==> src/hdl/periodic_task_scheduler_macros.svh <==
// Assertion macros for the periodic task scheduler.
// Used by the top level only; no other dependencies.
`ifndef PERIODIC_TASK_SCHEDULER_MACROS_SVH
`define PERIODIC_TASK_SCHEDULER_MACROS_SVH
// Implication checked at every clock edge outside reset.
`define PTS_ASSERT_IMP(label, clk, rst_n, pre, post) \
  label: assert property (@(posedge clk) disable iff (!rst_n) (pre) |-> (post)) \
    else $error("assertion failed");
// Implication checked in the cycle after the antecedent.
`define PTS_ASSERT_NXT(label, clk, rst_n, pre, post) \
  label: assert property (@(posedge clk) disable iff (!rst_n) (pre) |=> (post)) \
    else $error("assertion failed");
`endif

==> src/hdl/pts_pkg.sv <==
// Package for the periodic task scheduler: commands, status codes, slot type.
// No dependencies.
package pts_pkg;
  localparam int MAX_TASKS_DEF = 8;
  localparam int MAX_FIRE = 8;
  localparam logic [1:0] CMD_ADD = 2'd0;
  localparam logic [1:0] CMD_TICK = 2'd1;
  localparam logic [1:0] CMD_DISPATCH = 2'd2;
  localparam logic [1:0] CMD_DELETE = 2'd3;
  localparam logic [1:0] ST_OK = 2'd0;
  localparam logic [1:0] ST_FULL = 2'd1;
  localparam logic [1:0] ST_NO_SLOT = 2'd2;

  typedef struct packed {
    logic        valid;
    logic [7:0]  handle;
    logic [31:0] delay;
    logic [31:0] period;
    logic [7:0]  runs;
  } slot_t;

  // Per-cycle control that every cell sees.
  typedef struct packed {
    logic load;      // write load data into the cell at the tail
    logic tick;      // age every valid cell
    logic shift;     // cells at or above the shift point take their upper neighbor
    logic dec_runs;  // decrement runs of the head cell
  } cell_ctl_t;
endpackage

==> src/hdl/pts_if.sv <==
// Valid/ready channel interfaces of the periodic task scheduler.
// Depends on nothing.
interface pts_in_if;
  logic        valid;
  logic        ready;
  logic [1:0]  command;
  logic [7:0]  task_handle;
  logic [31:0] start_delay;
  logic [31:0] repeat_period;
  logic [2:0]  slot_to_delete;
  modport source (output valid, command, task_handle, start_delay, repeat_period,
                  slot_to_delete, input ready);
  modport sink (input valid, command, task_handle, start_delay, repeat_period,
                slot_to_delete, output ready);
endinterface

interface pts_out_if;
  logic       valid;
  logic       ready;
  logic [1:0] status;
  logic [2:0] slot_index;
  logic [7:0] due_handle;
  logic       fired;
  logic       last;
  modport source (output valid, status, slot_index, due_handle, fired, last,
                  input ready);
  modport sink (input valid, status, slot_index, due_handle, fired, last,
                output ready);
endinterface

==> src/hdl/pts_cell.sv <==
// One task slot of the scheduler chain; holds a slot and talks to its neighbor.
// Depends on pts_pkg.
module pts_cell import pts_pkg::*; (
  input  logic      clk,
  input  logic      rst_n,
  input  cell_ctl_t ctl,
  input  logic      is_tail,   // this cell is slot task_count
  input  logic      is_head,   // this cell is the slot under dispatch
  input  logic      in_shift,  // this cell is at or above the removal point
  input  slot_t     load_slot,
  input  slot_t     upper,     // neighbor above
  output slot_t     cur
);
  slot_t cur_r, cur_nxt;
  assign cur = cur_r;

  always_comb begin
    cur_nxt = cur_r;
    if (ctl.load && is_tail) begin
      cur_nxt = load_slot;
    end else if (ctl.tick && cur_r.valid) begin
      if (cur_r.delay == 32'd0) begin
        if (cur_r.runs != 8'hFF) cur_nxt.runs = cur_r.runs + 8'd1;
        if (cur_r.period != 32'd0) cur_nxt.delay = cur_r.period;
      end else begin
        cur_nxt.delay = cur_r.delay - 32'd1;
      end
    end else if (ctl.shift && in_shift) begin
      cur_nxt = upper;
    end else if (ctl.dec_runs && is_head) begin
      cur_nxt.runs = cur_r.runs - 8'd1;
    end
  end

  always_ff @(posedge clk) begin
    if (!rst_n) begin
      cur_r <= '0;
    end else begin
      cur_r <= cur_nxt;
    end
  end
endmodule

==> src/hdl/periodic_task_scheduler.sv <==
// Periodic task scheduler top level: control sequencer over a chain of slot cells.
// Depends on pts_pkg, pts_if, pts_cell and periodic_task_scheduler_macros.svh.
//
//   channel | dir | contents
//   in      | in  | command, task_handle, start_delay, repeat_period, slot_to_delete
//   out     | out | status, slot_index, due_handle, fired, last
//
// Add, tick and delete act in the accepting cycle; the result is valid the cycle after.
// Dispatch walks from slot 0: it passes over a slot with no pending runs, fires a slot that
// has runs (a fired one-shot task is shifted out), and stops after MAX_FIRE fires or at the
// end of the chain; the closing step registers the last result.
// A fired result waits in a holding register until the next fire or the end of the walk
// decides its last flag. A stalled result holds the walk; one item is in work at a time.
// Reset (synchronous, rst_n low) clears every slot and the task count.
`include "periodic_task_scheduler_macros.svh"
module periodic_task_scheduler import pts_pkg::*; #(
  parameter int MAX_TASKS = MAX_TASKS_DEF
) (
  input logic      clk,
  input logic      rst_n,
  pts_in_if.sink   in_ch,
  pts_out_if.source out_ch
);
  localparam int IW = (MAX_TASKS > 1) ? $clog2(MAX_TASKS) : 1;
  localparam int CW = $clog2(MAX_TASKS + 1);
  localparam int XW = (CW > 3) ? CW : 3;

  localparam logic [1:0] S_IDLE = 2'd0;
  localparam logic [1:0] S_WALK = 2'd1;

  logic [1:0]  state_r, state_nxt;
  logic [CW-1:0] count_r, count_nxt;
  logic [CW-1:0] idx_r, idx_nxt;     // walk position
  logic [3:0]  nfired_r, nfired_nxt;
  logic        ovalid_r, ovalid_nxt;
  logic [1:0]  ostatus_r, ostatus_nxt;
  logic [2:0]  oslot_r, oslot_nxt;
  logic [7:0]  ohandle_r, ohandle_nxt;
  logic        ofired_r, ofired_nxt;
  logic        olast_r, olast_nxt;
  logic        hvalid_r, hvalid_nxt;
  logic [2:0]  hslot_r, hslot_nxt;
  logic [7:0]  hhandle_r, hhandle_nxt;

  cell_ctl_t ctl;
  logic [CW-1:0] shift_pt;
  slot_t load_slot;
  slot_t cells [MAX_TASKS];
  slot_t head;

  assign load_slot = '{valid: 1'b1, handle: in_ch.task_handle, delay: in_ch.start_delay,
                       period: in_ch.repeat_period, runs: 8'd0};
  assign head = (idx_r < CW'(MAX_TASKS)) ? cells[idx_r[IW-1:0]] : '0;

  genvar g;
  generate
    for (g = 0; g < MAX_TASKS; g++) begin : g_cell
      slot_t up;
      if (g == MAX_TASKS - 1) begin : g_top
        assign up = '0;
      end else begin : g_mid
        assign up = cells[g+1];
      end
      pts_cell u_cell (
        .clk(clk), .rst_n(rst_n), .ctl(ctl),
        .is_tail(count_r == CW'(g)),
        .is_head(idx_r == CW'(g)),
        .in_shift(CW'(g) >= shift_pt),
        .load_slot(load_slot), .upper(up), .cur(cells[g])
      );
    end
  endgenerate

  logic free_out;
  assign free_out = !ovalid_r || out_ch.ready;
  assign in_ch.ready = (state_r == S_IDLE) && free_out;
  logic acc;
  assign acc = in_ch.valid && in_ch.ready;
  logic walk_done;
  assign walk_done = (idx_r >= count_r) || (nfired_r == 4'(MAX_FIRE));

  always_comb begin
    state_nxt = state_r; count_nxt = count_r; idx_nxt = idx_r; nfired_nxt = nfired_r;
    ovalid_nxt = ovalid_r && !out_ch.ready;
    ostatus_nxt = ostatus_r; oslot_nxt = oslot_r; ohandle_nxt = ohandle_r;
    ofired_nxt = ofired_r; olast_nxt = olast_r;
    hvalid_nxt = hvalid_r; hslot_nxt = hslot_r; hhandle_nxt = hhandle_r;
    ctl = '0; shift_pt = '0;
    case (state_r)
      S_IDLE: begin
        if (acc) begin
          ovalid_nxt = 1'b1; ostatus_nxt = ST_OK; oslot_nxt = 3'd0; ohandle_nxt = 8'd0;
          ofired_nxt = 1'b0; olast_nxt = 1'b1;
          case (in_ch.command)
            CMD_ADD: begin
              if (count_r < CW'(MAX_TASKS)) begin
                ctl.load = 1'b1; oslot_nxt = 3'(count_r); count_nxt = count_r + 1'b1;
              end else begin
                ostatus_nxt = ST_FULL;
              end
            end
            CMD_TICK: ctl.tick = 1'b1;
            CMD_DELETE: begin
              oslot_nxt = in_ch.slot_to_delete;
              if (XW'(in_ch.slot_to_delete) < XW'(count_r)) begin
                ctl.shift = 1'b1; shift_pt = CW'(in_ch.slot_to_delete);
                count_nxt = count_r - 1'b1;
              end else begin
                ostatus_nxt = ST_NO_SLOT;
              end
            end
            default: begin
              ovalid_nxt = 1'b0; idx_nxt = '0; nfired_nxt = 4'd0; hvalid_nxt = 1'b0;
              state_nxt = S_WALK;
            end
          endcase
        end
      end
      S_WALK: begin
        if (walk_done) begin
          // The held fire, if any, is the final transaction; otherwise nothing was due.
          if (free_out) begin
            ovalid_nxt = 1'b1; ostatus_nxt = ST_OK;
            oslot_nxt = hvalid_r ? hslot_r : 3'd0;
            ohandle_nxt = hvalid_r ? hhandle_r : 8'd0;
            ofired_nxt = hvalid_r; olast_nxt = 1'b1;
            hvalid_nxt = 1'b0;
            state_nxt = S_IDLE;
          end
        end else if (head.runs != 8'd0) begin
          // A new fire pushes the held one out, which therefore is not the last.
          if (!hvalid_r || free_out) begin
            if (hvalid_r) begin
              ovalid_nxt = 1'b1; ostatus_nxt = ST_OK; oslot_nxt = hslot_r;
              ohandle_nxt = hhandle_r; ofired_nxt = 1'b1; olast_nxt = 1'b0;
            end
            hvalid_nxt = 1'b1; hslot_nxt = 3'(idx_r); hhandle_nxt = head.handle;
            nfired_nxt = nfired_r + 4'd1;
            if (head.period == 32'd0) begin
              ctl.shift = 1'b1; shift_pt = idx_r; count_nxt = count_r - 1'b1;
            end else begin
              ctl.dec_runs = 1'b1; idx_nxt = idx_r + 1'b1;
            end
          end
        end else begin
          idx_nxt = idx_r + 1'b1;
        end
      end
      default: begin
        state_nxt = S_IDLE;
      end
    endcase
  end

  always_ff @(posedge clk) begin
    if (!rst_n) begin
      state_r <= S_IDLE; count_r <= '0; idx_r <= '0; nfired_r <= '0; ovalid_r <= 1'b0;
      hvalid_r <= 1'b0;
    end else begin
      state_r <= state_nxt; count_r <= count_nxt; idx_r <= idx_nxt;
      nfired_r <= nfired_nxt; ovalid_r <= ovalid_nxt; hvalid_r <= hvalid_nxt;
    end
  end
  always_ff @(posedge clk) begin
    ostatus_r <= ostatus_nxt; oslot_r <= oslot_nxt; ohandle_r <= ohandle_nxt;
    ofired_r <= ofired_nxt; olast_r <= olast_nxt;
    hslot_r <= hslot_nxt; hhandle_r <= hhandle_nxt;
  end

  assign out_ch.valid = ovalid_r;
  assign out_ch.status = ostatus_r;
  assign out_ch.slot_index = oslot_r;
  assign out_ch.due_handle = ohandle_r;
  assign out_ch.fired = ofired_r;
  assign out_ch.last = olast_r;

  `PTS_ASSERT_IMP(a_count_range, clk, rst_n, 1'b1, count_r <= CW'(MAX_TASKS))
  `PTS_ASSERT_IMP(a_busy_not_ready, clk, rst_n, state_r != S_IDLE, !in_ch.ready)
  `PTS_ASSERT_NXT(a_fire_cap, clk, rst_n, state_r == S_WALK, nfired_r <= 4'(MAX_FIRE))
  `PTS_ASSERT_IMP(a_hold_idle, clk, rst_n, state_r == S_IDLE, !hvalid_r)
endmodule

==> src/flat_wrapper.sv <==
// flat-port wrapper written by rule: the top's interface ports become plain ports
module periodic_task_scheduler_flat import pts_pkg::*;
#(
  parameter int MAX_TASKS = MAX_TASKS_DEF
)
  (clk, rst_n, in_ch_valid, in_ch_command, in_ch_task_handle, in_ch_start_delay, in_ch_repeat_period, in_ch_slot_to_delete, in_ch_ready, out_ch_valid, out_ch_status, out_ch_slot_index, out_ch_due_handle, out_ch_fired, out_ch_last, out_ch_ready);
  pts_in_if in_ch_i ();
  pts_out_if out_ch_i ();
  input logic clk;
  input logic rst_n;
  input wire logic [$bits(in_ch_i.valid)-1:0] in_ch_valid;
  input wire logic [$bits(in_ch_i.command)-1:0] in_ch_command;
  input wire logic [$bits(in_ch_i.task_handle)-1:0] in_ch_task_handle;
  input wire logic [$bits(in_ch_i.start_delay)-1:0] in_ch_start_delay;
  input wire logic [$bits(in_ch_i.repeat_period)-1:0] in_ch_repeat_period;
  input wire logic [$bits(in_ch_i.slot_to_delete)-1:0] in_ch_slot_to_delete;
  output wire logic [$bits(in_ch_i.ready)-1:0] in_ch_ready;
  output wire logic [$bits(out_ch_i.valid)-1:0] out_ch_valid;
  output wire logic [$bits(out_ch_i.status)-1:0] out_ch_status;
  output wire logic [$bits(out_ch_i.slot_index)-1:0] out_ch_slot_index;
  output wire logic [$bits(out_ch_i.due_handle)-1:0] out_ch_due_handle;
  output wire logic [$bits(out_ch_i.fired)-1:0] out_ch_fired;
  output wire logic [$bits(out_ch_i.last)-1:0] out_ch_last;
  input wire logic [$bits(out_ch_i.ready)-1:0] out_ch_ready;
  assign in_ch_i.valid = in_ch_valid;
  assign in_ch_i.command = in_ch_command;
  assign in_ch_i.task_handle = in_ch_task_handle;
  assign in_ch_i.start_delay = in_ch_start_delay;
  assign in_ch_i.repeat_period = in_ch_repeat_period;
  assign in_ch_i.slot_to_delete = in_ch_slot_to_delete;
  assign in_ch_ready = in_ch_i.ready;
  assign out_ch_valid = out_ch_i.valid;
  assign out_ch_status = out_ch_i.status;
  assign out_ch_slot_index = out_ch_i.slot_index;
  assign out_ch_due_handle = out_ch_i.due_handle;
  assign out_ch_fired = out_ch_i.fired;
  assign out_ch_last = out_ch_i.last;
  assign out_ch_i.ready = out_ch_ready;
  periodic_task_scheduler #(.MAX_TASKS(MAX_TASKS)) u_core (.clk(clk), .rst_n(rst_n), .in_ch(in_ch_i), .out_ch(out_ch_i));
endmodule
==> config.mk <==
export PLATFORM = sky130hd
export DESIGN_NAME = periodic_task_scheduler_flat
export DESIGN_NICKNAME = d
export VERILOG_FILES = /design/src/hdl/pts_pkg.sv /design/src/hdl/pts_if.sv /design/src/hdl/pts_cell.sv /design/src/hdl/periodic_task_scheduler.sv /design/src/flat_wrapper.sv
export VERILOG_INCLUDE_DIRS = /design/src /design/src/hdl
export SDC_FILE = /design/constraint.sdc
export NUM_CORES = 2
export LEC_CHECK = 0
export BUFFER_PORTS_ARGS = -buffer_cell sky130_fd_sc_hd__buf_4
export CAP_MARGIN = 20
export CORE_MARGIN = 10
export CORE_UTILIZATION = 25
export CTS_BUF_LIST = sky130_fd_sc_hd__clkbuf_16
export CTS_CLUSTER_DIAMETER = 120
export DETAILED_ROUTE_END_ITERATION = 10
export PLACE_DENSITY_LB_ADDON = 0.2
export SLEW_MARGIN = 20
export SYNTH_ARGS = -nofsm -noshare
export SYNTH_HDL_FRONTEND = slang
export SYNTH_SLANG_ARGS = --single-unit
==> constraint.sdc <==
create_clock -name clk -period 4.7 [get_ports clk]
set_input_delay 0.47 -clock clk [delete_from_list [all_inputs] [get_ports clk]]
set_output_delay 0.47 -clock clk [all_outputs]
set_load 0.05 [all_outputs]
After elaboration in Yosys (flattened, before gate mapping)
Cells that the tools add are included.
{ "word_totals": {"regBits": 690, "inputBits": 81, "output_inout_bits": 17, "wordCells": 503} }
{ "classes": {"n_addsub": 28, "magnitude_cmp": 13, "eq_ne": 75, "n_mux": 203, "bitwise": 3, "n_reduce_logical": 128} }
{ "ops": {"columns": ["cell", "count"], "rows": [
  ["32-bit two-way mux", 32],
  ["81-bit two-way mux", 8],
  ["73-bit two-way mux", 8],
  ["8-bit two-way mux", 47],
  ["32-bit logical NOT", 9],
  ["32-bit nonzero test", 8],
  ["32-bit by 1-bit subtractor with 32-bit output, second input constant", 8],
  ["81-bit binary-select mux with 3-bit select", 1],
  ["80-bit two-way mux", 2],
  ["4-bit two-way mux", 22],
  ["9-bit two-way mux", 8],
  ["8-bit by 1-bit adder with 8-bit output, second input constant", 8],
  ["8-bit inequality test, second input constant", 8],
  ["8-bit by 1-bit subtractor with 8-bit output, second input constant", 8],
  ["3-bit nonzero test", 16],
  ["2-bit by 1-bit inequality test with 1-bit output, second input constant", 22],
  ["40-bit two-way mux", 1],
  ["4-bit case mux with 2 select lines", 5],
  ["1-bit logical AND", 35],
  ["1-bit two-way mux", 34],
  ["4-bit by 3-bit == test with 1-bit output, second input constant", 8],
  ["4-bit by 3-bit inequality test with 1-bit output, second input constant", 8],
  ["2-bit AND reduction", 16],
  ["3-bit two-way mux", 10],
  ["other kinds (37)", 118]
]} }

Longest topological paths before layout
{ "logic_depth": {"word_depth": 16, "mapped_depth": 16, "mapped_depth_nobuf": 13} }

Modules after synthesis
From an unflattened synthesis, not the netlist that was laid out.
{ "hier_totals": {"cells_unflattened": 6409, "hier_area_um2": 46560.9} }
{ "modules_own_cells": {"columns": ["mod", "n_inst", "cells_each", "area_per_inst_um2", "seq_area_each_um2"], "rows": [
  ["pts_cell", 8, 738, 5301.3, 1621.6],
  ["periodic_task_scheduler", 1, 505, 4150.2, 1081.0]
]} }

Worst setup path before layout
Ideal clock, no wire load.
{ "synth_path": {"path_type": "flip-flop to flip-flop", "start": "reg u_core.idx_r[0]", "end": "reg u_core.g_cell[3].u_cell.cur_r, in the netlist u_core.g_cell[3].u_cell.cur[6]", "setup_ns": 0.117, "arrival_time_ns": 3.781, "t_required_ns": 4.583, "setup_slack_ns": 0.802, "path_stages_with_launch": 15, "n_path_buf": 2, "synth_period_minus_slack_ns": 3.898, "path_cell_list": "dfxtp_1 > buf_2 > clkinv_1 > ha_1 > nand2b_1 > a21o_1 > a21oi_1 > o211a_1 > o21ai_1 > a2111oi_1 > a2111o_1 > o21a_1 > clkbuf_1 > o21ai_0 > a32o_1"} }
{ "synth_via": {"elab_chain_len": 15, "elab_cells_between_ends": 30, "classes_between": "order compare (3); eq/ne (1); mux (18); bitwise (1); reduce/logical (7)"} }
{ "synth_rtl": {"columns": ["item", "line", "source"], "rows": [
  ["start: declaration", "periodic_task_scheduler.sv:33", "logic [CW-1:0] idx_r, idx_nxt;"],
  ["start signal: assignment", "periodic_task_scheduler.sv:160", "state_r <= state_nxt; count_r <= count_nxt; idx_r <= idx_nxt;"],
  ["3-bit inverter with 4-bit output (implied by the code)", "periodic_task_scheduler.sv:53", "assign head = (idx_r < CW'(MAX_TASKS)) ? cells[idx_r[IW-1:0]] : '0;"],
  ["81-bit binary-select mux with 3-bit select", "periodic_task_scheduler.sv:53", null],
  ["80-bit two-way mux (implied by the code) (2 in a row)", "periodic_task_scheduler.sv:53", null],
  ["40-bit two-way mux", "periodic_task_scheduler.sv:53", null],
  ["32-bit logical NOT", "periodic_task_scheduler.sv:139", "if (head.period == 32'd0) begin"],
  ["4-bit two-way mux", "periodic_task_scheduler.sv:139", null],
  ["4-bit two-way mux", "periodic_task_scheduler.sv:132", "if (!hvalid_r || free_out) begin"],
  ["4-bit two-way mux", "periodic_task_scheduler.sv:130", "end else if (head.runs != 8'd0) begin"],
  ["4-bit two-way mux", "periodic_task_scheduler.sv:120", "if (walk_done) begin"],
  ["4-bit case mux with 2 select lines", "periodic_task_scheduler.sv:89", "case (state_r)"],
  ["2-bit by 4-bit greater-or-equal comparator with 1-bit output", "periodic_task_scheduler.sv:68", ".in_shift(CW'(g) >= shift_pt),"],
  ["1-bit logical AND", "pts_cell.sv:28", "end else if (ctl.shift && in_shift) begin"],
  ["3-bit nonzero test (no source line) or 8-bit two-way mux (tied branches)", null, null],
  ["3-bit AND reduction (no source line) or 8-bit two-way mux (tied branches)", null, null],
  ["end signal: assignment", "pts_cell.sv:39", "cur_r <= cur_nxt;"],
  ["end: declaration", "pts_cell.sv:14", "slot_t cur_r, cur_nxt;"]
]} }
Parallel ways exist; a longest one is shown, timed or not. The select of a mux whose other input is x is not followed.
A chain may end at the register's enable or synchronous reset.

Worst setup path in the final report
{ "layout_path": {"start": "reg u_core.g_cell[0].u_cell.cur_r, in the netlist u_core.g_cell[0].u_cell.cur[12]", "end": "reg u_core.g_cell[1].u_cell.cur_r, in the netlist u_core.g_cell[1].u_cell.cur[4]"} }
{ "layout_via": {"elab_chain_len": 14, "elab_cells_between_ends": 24, "classes_between": "order compare (1); mux (18); reduce/logical (5)"} }
{ "layout_rtl": {"columns": ["item", "line"], "rows": [
  ["start: declaration", "pts_cell.sv:14"],
  ["start signal: assignment", "pts_cell.sv:39"],
  ["81-bit binary-select mux with 3-bit select *", "periodic_task_scheduler.sv:53"],
  ["80-bit two-way mux (implied by the code) * (2 in a row)", "periodic_task_scheduler.sv:53"],
  ["40-bit two-way mux *", "periodic_task_scheduler.sv:53"],
  ["32-bit logical NOT *", "periodic_task_scheduler.sv:139"],
  ["4-bit two-way mux", "periodic_task_scheduler.sv:139"],
  ["4-bit two-way mux", "periodic_task_scheduler.sv:132"],
  ["4-bit two-way mux", "periodic_task_scheduler.sv:130"],
  ["4-bit two-way mux", "periodic_task_scheduler.sv:120"],
  ["4-bit case mux with 2 select lines", "periodic_task_scheduler.sv:89"],
  ["1-bit by 4-bit greater-or-equal comparator with 1-bit output", "periodic_task_scheduler.sv:68"],
  ["1-bit logical AND", "pts_cell.sv:28"],
  ["3-bit nonzero test (no source line) or 8-bit two-way mux (tied branches)", null],
  ["3-bit AND reduction (no source line) or 8-bit two-way mux (tied branches)", null],
  ["end signal: assignment", "pts_cell.sv:39"],
  ["end: declaration", "pts_cell.sv:14"]
]} }
Every way passes the cells marked *; elsewhere a longest branch is shown, timed or not. The select of a mux whose other input is x is not followed.

==> metrics.md <==
| Metric | Value |
|---|---|
| Syn Nets | 5672 |
| Post-synthesis mux area share | 7.48% |
| Tightest Pin Transition | 1.08 ns |
| Via density | 5.57 |
| Cell Pwr Density | 317 mW/mm^2 |
| Final min period | 4.38 ns |
| Clock-pin transition on the worst setup and hold timing paths | 0.06 ns |
| Normalized max-slew margin | 28.0% |
| Nature of the critical path startpoint | flip-flop |
| CTS Sinks | 689 |
| Layout Utilization | 29.0% |
| Die ar. | 0.186 sq mm |
| Register area share after synthesis | 33.2% |
| RePlAce Congestion | 0.889 |
| Cell area after synthesis | 0.0423 sq mm |
| Tot Pwr | 15.4 mW |
| Setup repair bufs after CTS | 0 |
| Die W | 431 um |
| Ys flop type | dfxtp_1 |
| DRC viols | 0 |
| H-tree depth | 3 |
| Hold_ws | 0.0835 ns |
| Unique masters post-synth | 101 |
| Setup_tns | 0 ns |
| Nets | 5583 |
| Post-cts resize count | 0 |
| Final period util | 93.2% |
| Post-Synth Adder-Cell Area | 1.33% |
| Non-Filler Instances | 7729 |
| Kind of critical path | flip-flop to flip-flop |
| Endpoint type of the worst setup path | flip-flop |
| Met1 wire length | 89000 um |
| Worst Path Arrival | 4.98 ns |
| Compound-Gate Fraction of Synth Area | 27.5% |
| CTS tree | built |
| Largest net degree at the start of global routing | 210 |
| Dpl hpwl | 136000 um |
| Fin worst setup slack | 0.318 ns |
| CTS Hold Bufs | 0 |
| Commonest non-fill, non-tap cell in the layout | nand2_1 |
| Global-route wire length before repair | 273000 um |
| Placement Rows | 150 |
| Die height | 431 um |
| Critical Path, Cell by Cell | or4_1 > or4_1 > a211o_1 > a22oi_1 > a21oi_1 > o31ai_1 > buf_4 > a211oi_4 > a221oi_2 > buf_4 > o21ai_1 > a221oi_1 |
| Setup WS pre-CTS | 0.407 ns |
| Met2 WL | 79600 um |
| Total wire length | 184000 um |
| Placed cell area | 0.0460 sq mm |
| Mean Syn Cell Area | 7.63 sq um |
| Maximum root-to-sink buffer count | 3 |
| EDFF count, synth | 26 |
| Vias | 43000 |
| Gr ovfl total | 0 |
| Initial DRT Pass Iterations | 6 |
| Ports | 98 |
| Fraction of registers with async set/reset | 0% |
| Yosys Warn Count | 0 |
| Layout cells sized above 1 | 9.69% |
| Clock Skew | 0.0400 ns |
| Syn-to-layout area delta | 15.1% |
| Synth Register Bits | 689 |
| Port-buffer cells | 97 |
| Initial Util | 25.2% |
| Vias in the first global route | 39600 |
| CP required | 5.29 ns |
| Critical-path top delay cell | or4_1 |
| Max Cap Viol | 0 |
| Final Cell Area | 0.0487 sq mm |
| Inst Count DP | 7569 |
| Met3 WL | 11600 um |
| Crit Path Max Fanout | 8 |
| Worst skew pair latency | 0.71 ns |
| Largest family of logic cells by synthesized area | compound AO/OA/AOI/OAI gates |
| Routed len/inst | 23.9 um |
| Syn Inst Count | 5546 |
| Outcome | complete, no violations |
| Max Fclk | 228 MHz |
| Simple-Gate Fraction of Synth Area | 21.2% |
| Slew Limit Fails | 0 |
| Critical path buffers and inverters | 2 |
| Highest metal used | met5 |
| Initial antenna violation count | 4 |
| Worst min path class | input port to flip-flop |
| Most frequent cells in the layout | 688 x nand2_1, 661 x dfxtp_1, 514 x o21ai_0, 512 x a21oi_1, 432 x nor2_1 |
| Lkg Pwr | 16.9 nW |
| Iter 0 DRT Violations | 4589 |
| Xor and xnor area share after synthesis | 4.02% |
| # setup viols final | 0 |
| Core Region | 0.168 sq mm |
| Slowest Stage Delay on Critical Path | 0.59 ns |
| Fin. Hold Viols | 0 |
| RSZ-0062 raised after global routing | false |
| Root Buffer | clkbuf_16 |
| Total Routing Usage GR | 18.8% |
| CP top delay family | compound AO/OA/AOI/OAI gates |
| Peak VDD IR | 0.000248 V |
| Inserted Clock Buffers | 90 |
| Post-route ant nets | 0 |
==> synthesized netlist by cell type, drive strengths merged, types with 13 or more instances <==
library cell | instances | area [sq um]
o22ai | 29 | 181
nor2b | 14 | 87.6
mux2i | 270 | 2700
o221ai | 63 | 552
or2 | 17 | 106
edfxtp | 26 | 781
a21oi | 520 | 2630
and3 | 36 | 225
nor3 | 109 | 546
nand3 | 190 | 951
a31oi | 82 | 513
o31ai | 47 | 358
ha | 45 | 563
a211oi | 143 | 1100
mux4 | 19 | 428
nand4 | 84 | 526
nand2b | 26 | 163
nor2 | 436 | 1650
clkbuf | 416 | 1560
xor2 | 66 | 578
inv | 69 | 259
o41ai | 25 | 324
a311oi | 44 | 385
or3 | 50 | 313
o21a | 13 | 97.6
o211ai | 124 | 931
nor4 | 119 | 751
buf | 70 | 403
o2111ai | 34 | 298
a221oi | 19 | 173
and2 | 35 | 219
o21ai | 572 | 2870
nand2 | 704 | 2640
dfxtp | 663 | 13300
xnor2 | 128 | 1120
a22oi | 18 | 135
nand3b | 17 | 128
or4 | 58 | 435
==> sequential cells by signal (all words and copies together) (netlist names) <==
signal                    count
u_core.out_ch.last            1
u_core.nfired_r               4
u_core.hhandle_r              8
u_core.hslot_r                3
u_core.out_ch.slot_index      3
u_core.out_ch.fired           1
u_core.idx_r                  4
u_core.g_cell.u_cell.cur    648
u_core.count_r                4
u_core.out_ch.status          2
u_core.hvalid_r               1
u_core.out_ch.due_handle      8
u_core.out_ch.valid           1
u_core.state_r                1
==> final cells by class <==
type                       instances  area [sq um]
tap                             2204          2760
timing repair buffer             305          2720
sequential                       689         14100
fill                           18200        119000
clock inverter                    66           367
clock buffer                      92          2300
antenna                            2          5.00
multi-input combinational       4299         26200
inverter                          72           278
==> metal layers <==
layer | vias to the layer above | track usage [%]
met5 | - | 0
met4 | 4 | 4.83
met3 | 197 | 2.66
met2 | 1434 | 28.4
met1 | 21000 | 27.8
li1 | 20400 | -
==> worst min-delay path, stage by stage <==
cell,delay [ns]
buf_4,0.15
nand2_1,0.06
a21oi_1,0.05
==> final timing paths <==
| kind | from | endpoint | slack [ns] | depth (start not counted) |
|---|---|---|---|---|
| setup / recovery | u_core.g_cell[0].u_cell.cur[12]$_SDFFE_PN0P_ | u_core.g_cell[1].u_cell.cur[4]$_SDFFE_PP0P_ | 0.32 | 12 |
| hold / removal | in_ch_task_handle[6] | u_core.g_cell[7].u_cell.cur[78]$_SDFFE_PN0P_ | 0.08 | 3 |
| setup reg to reg | u_core.g_cell[0].u_cell.cur[12]$_SDFFE_PN0P_ | u_core.g_cell[1].u_cell.cur[4]$_SDFFE_PP0P_ | 0.32 | 12 |
| hold reg to reg | u_core.g_cell[0].u_cell.cur[51]$_SDFFE_PN0P_ | u_core.g_cell[0].u_cell.cur[51]$_SDFFE_PN0P_ | 0.48 | 2 |
==> cells by family (layout without fill, tap and decap cells) <==
logic type | Yosys count | count (layout)
AO/OA/AOI/OAI | 1850 | 1850
XOR/XNOR | 194 | 194
adder cells (fa/ha/maj) | 45 | 45
buffers and inverters | 558 | 535
flip-flops | 689 | 689
multiplexers | 292 | 292
other | 0 | 2
AND/OR/NAND/NOR | 1918 | 1918
==> where the power goes <==
group / switching [mW] / internal [mW]
clock network: 2.92 / 3.58
registers: 0.168 / 5.98
logic: 1.84 / 0.945
total: 4.93 / 10.5
(Power assumes the default switching activity.)
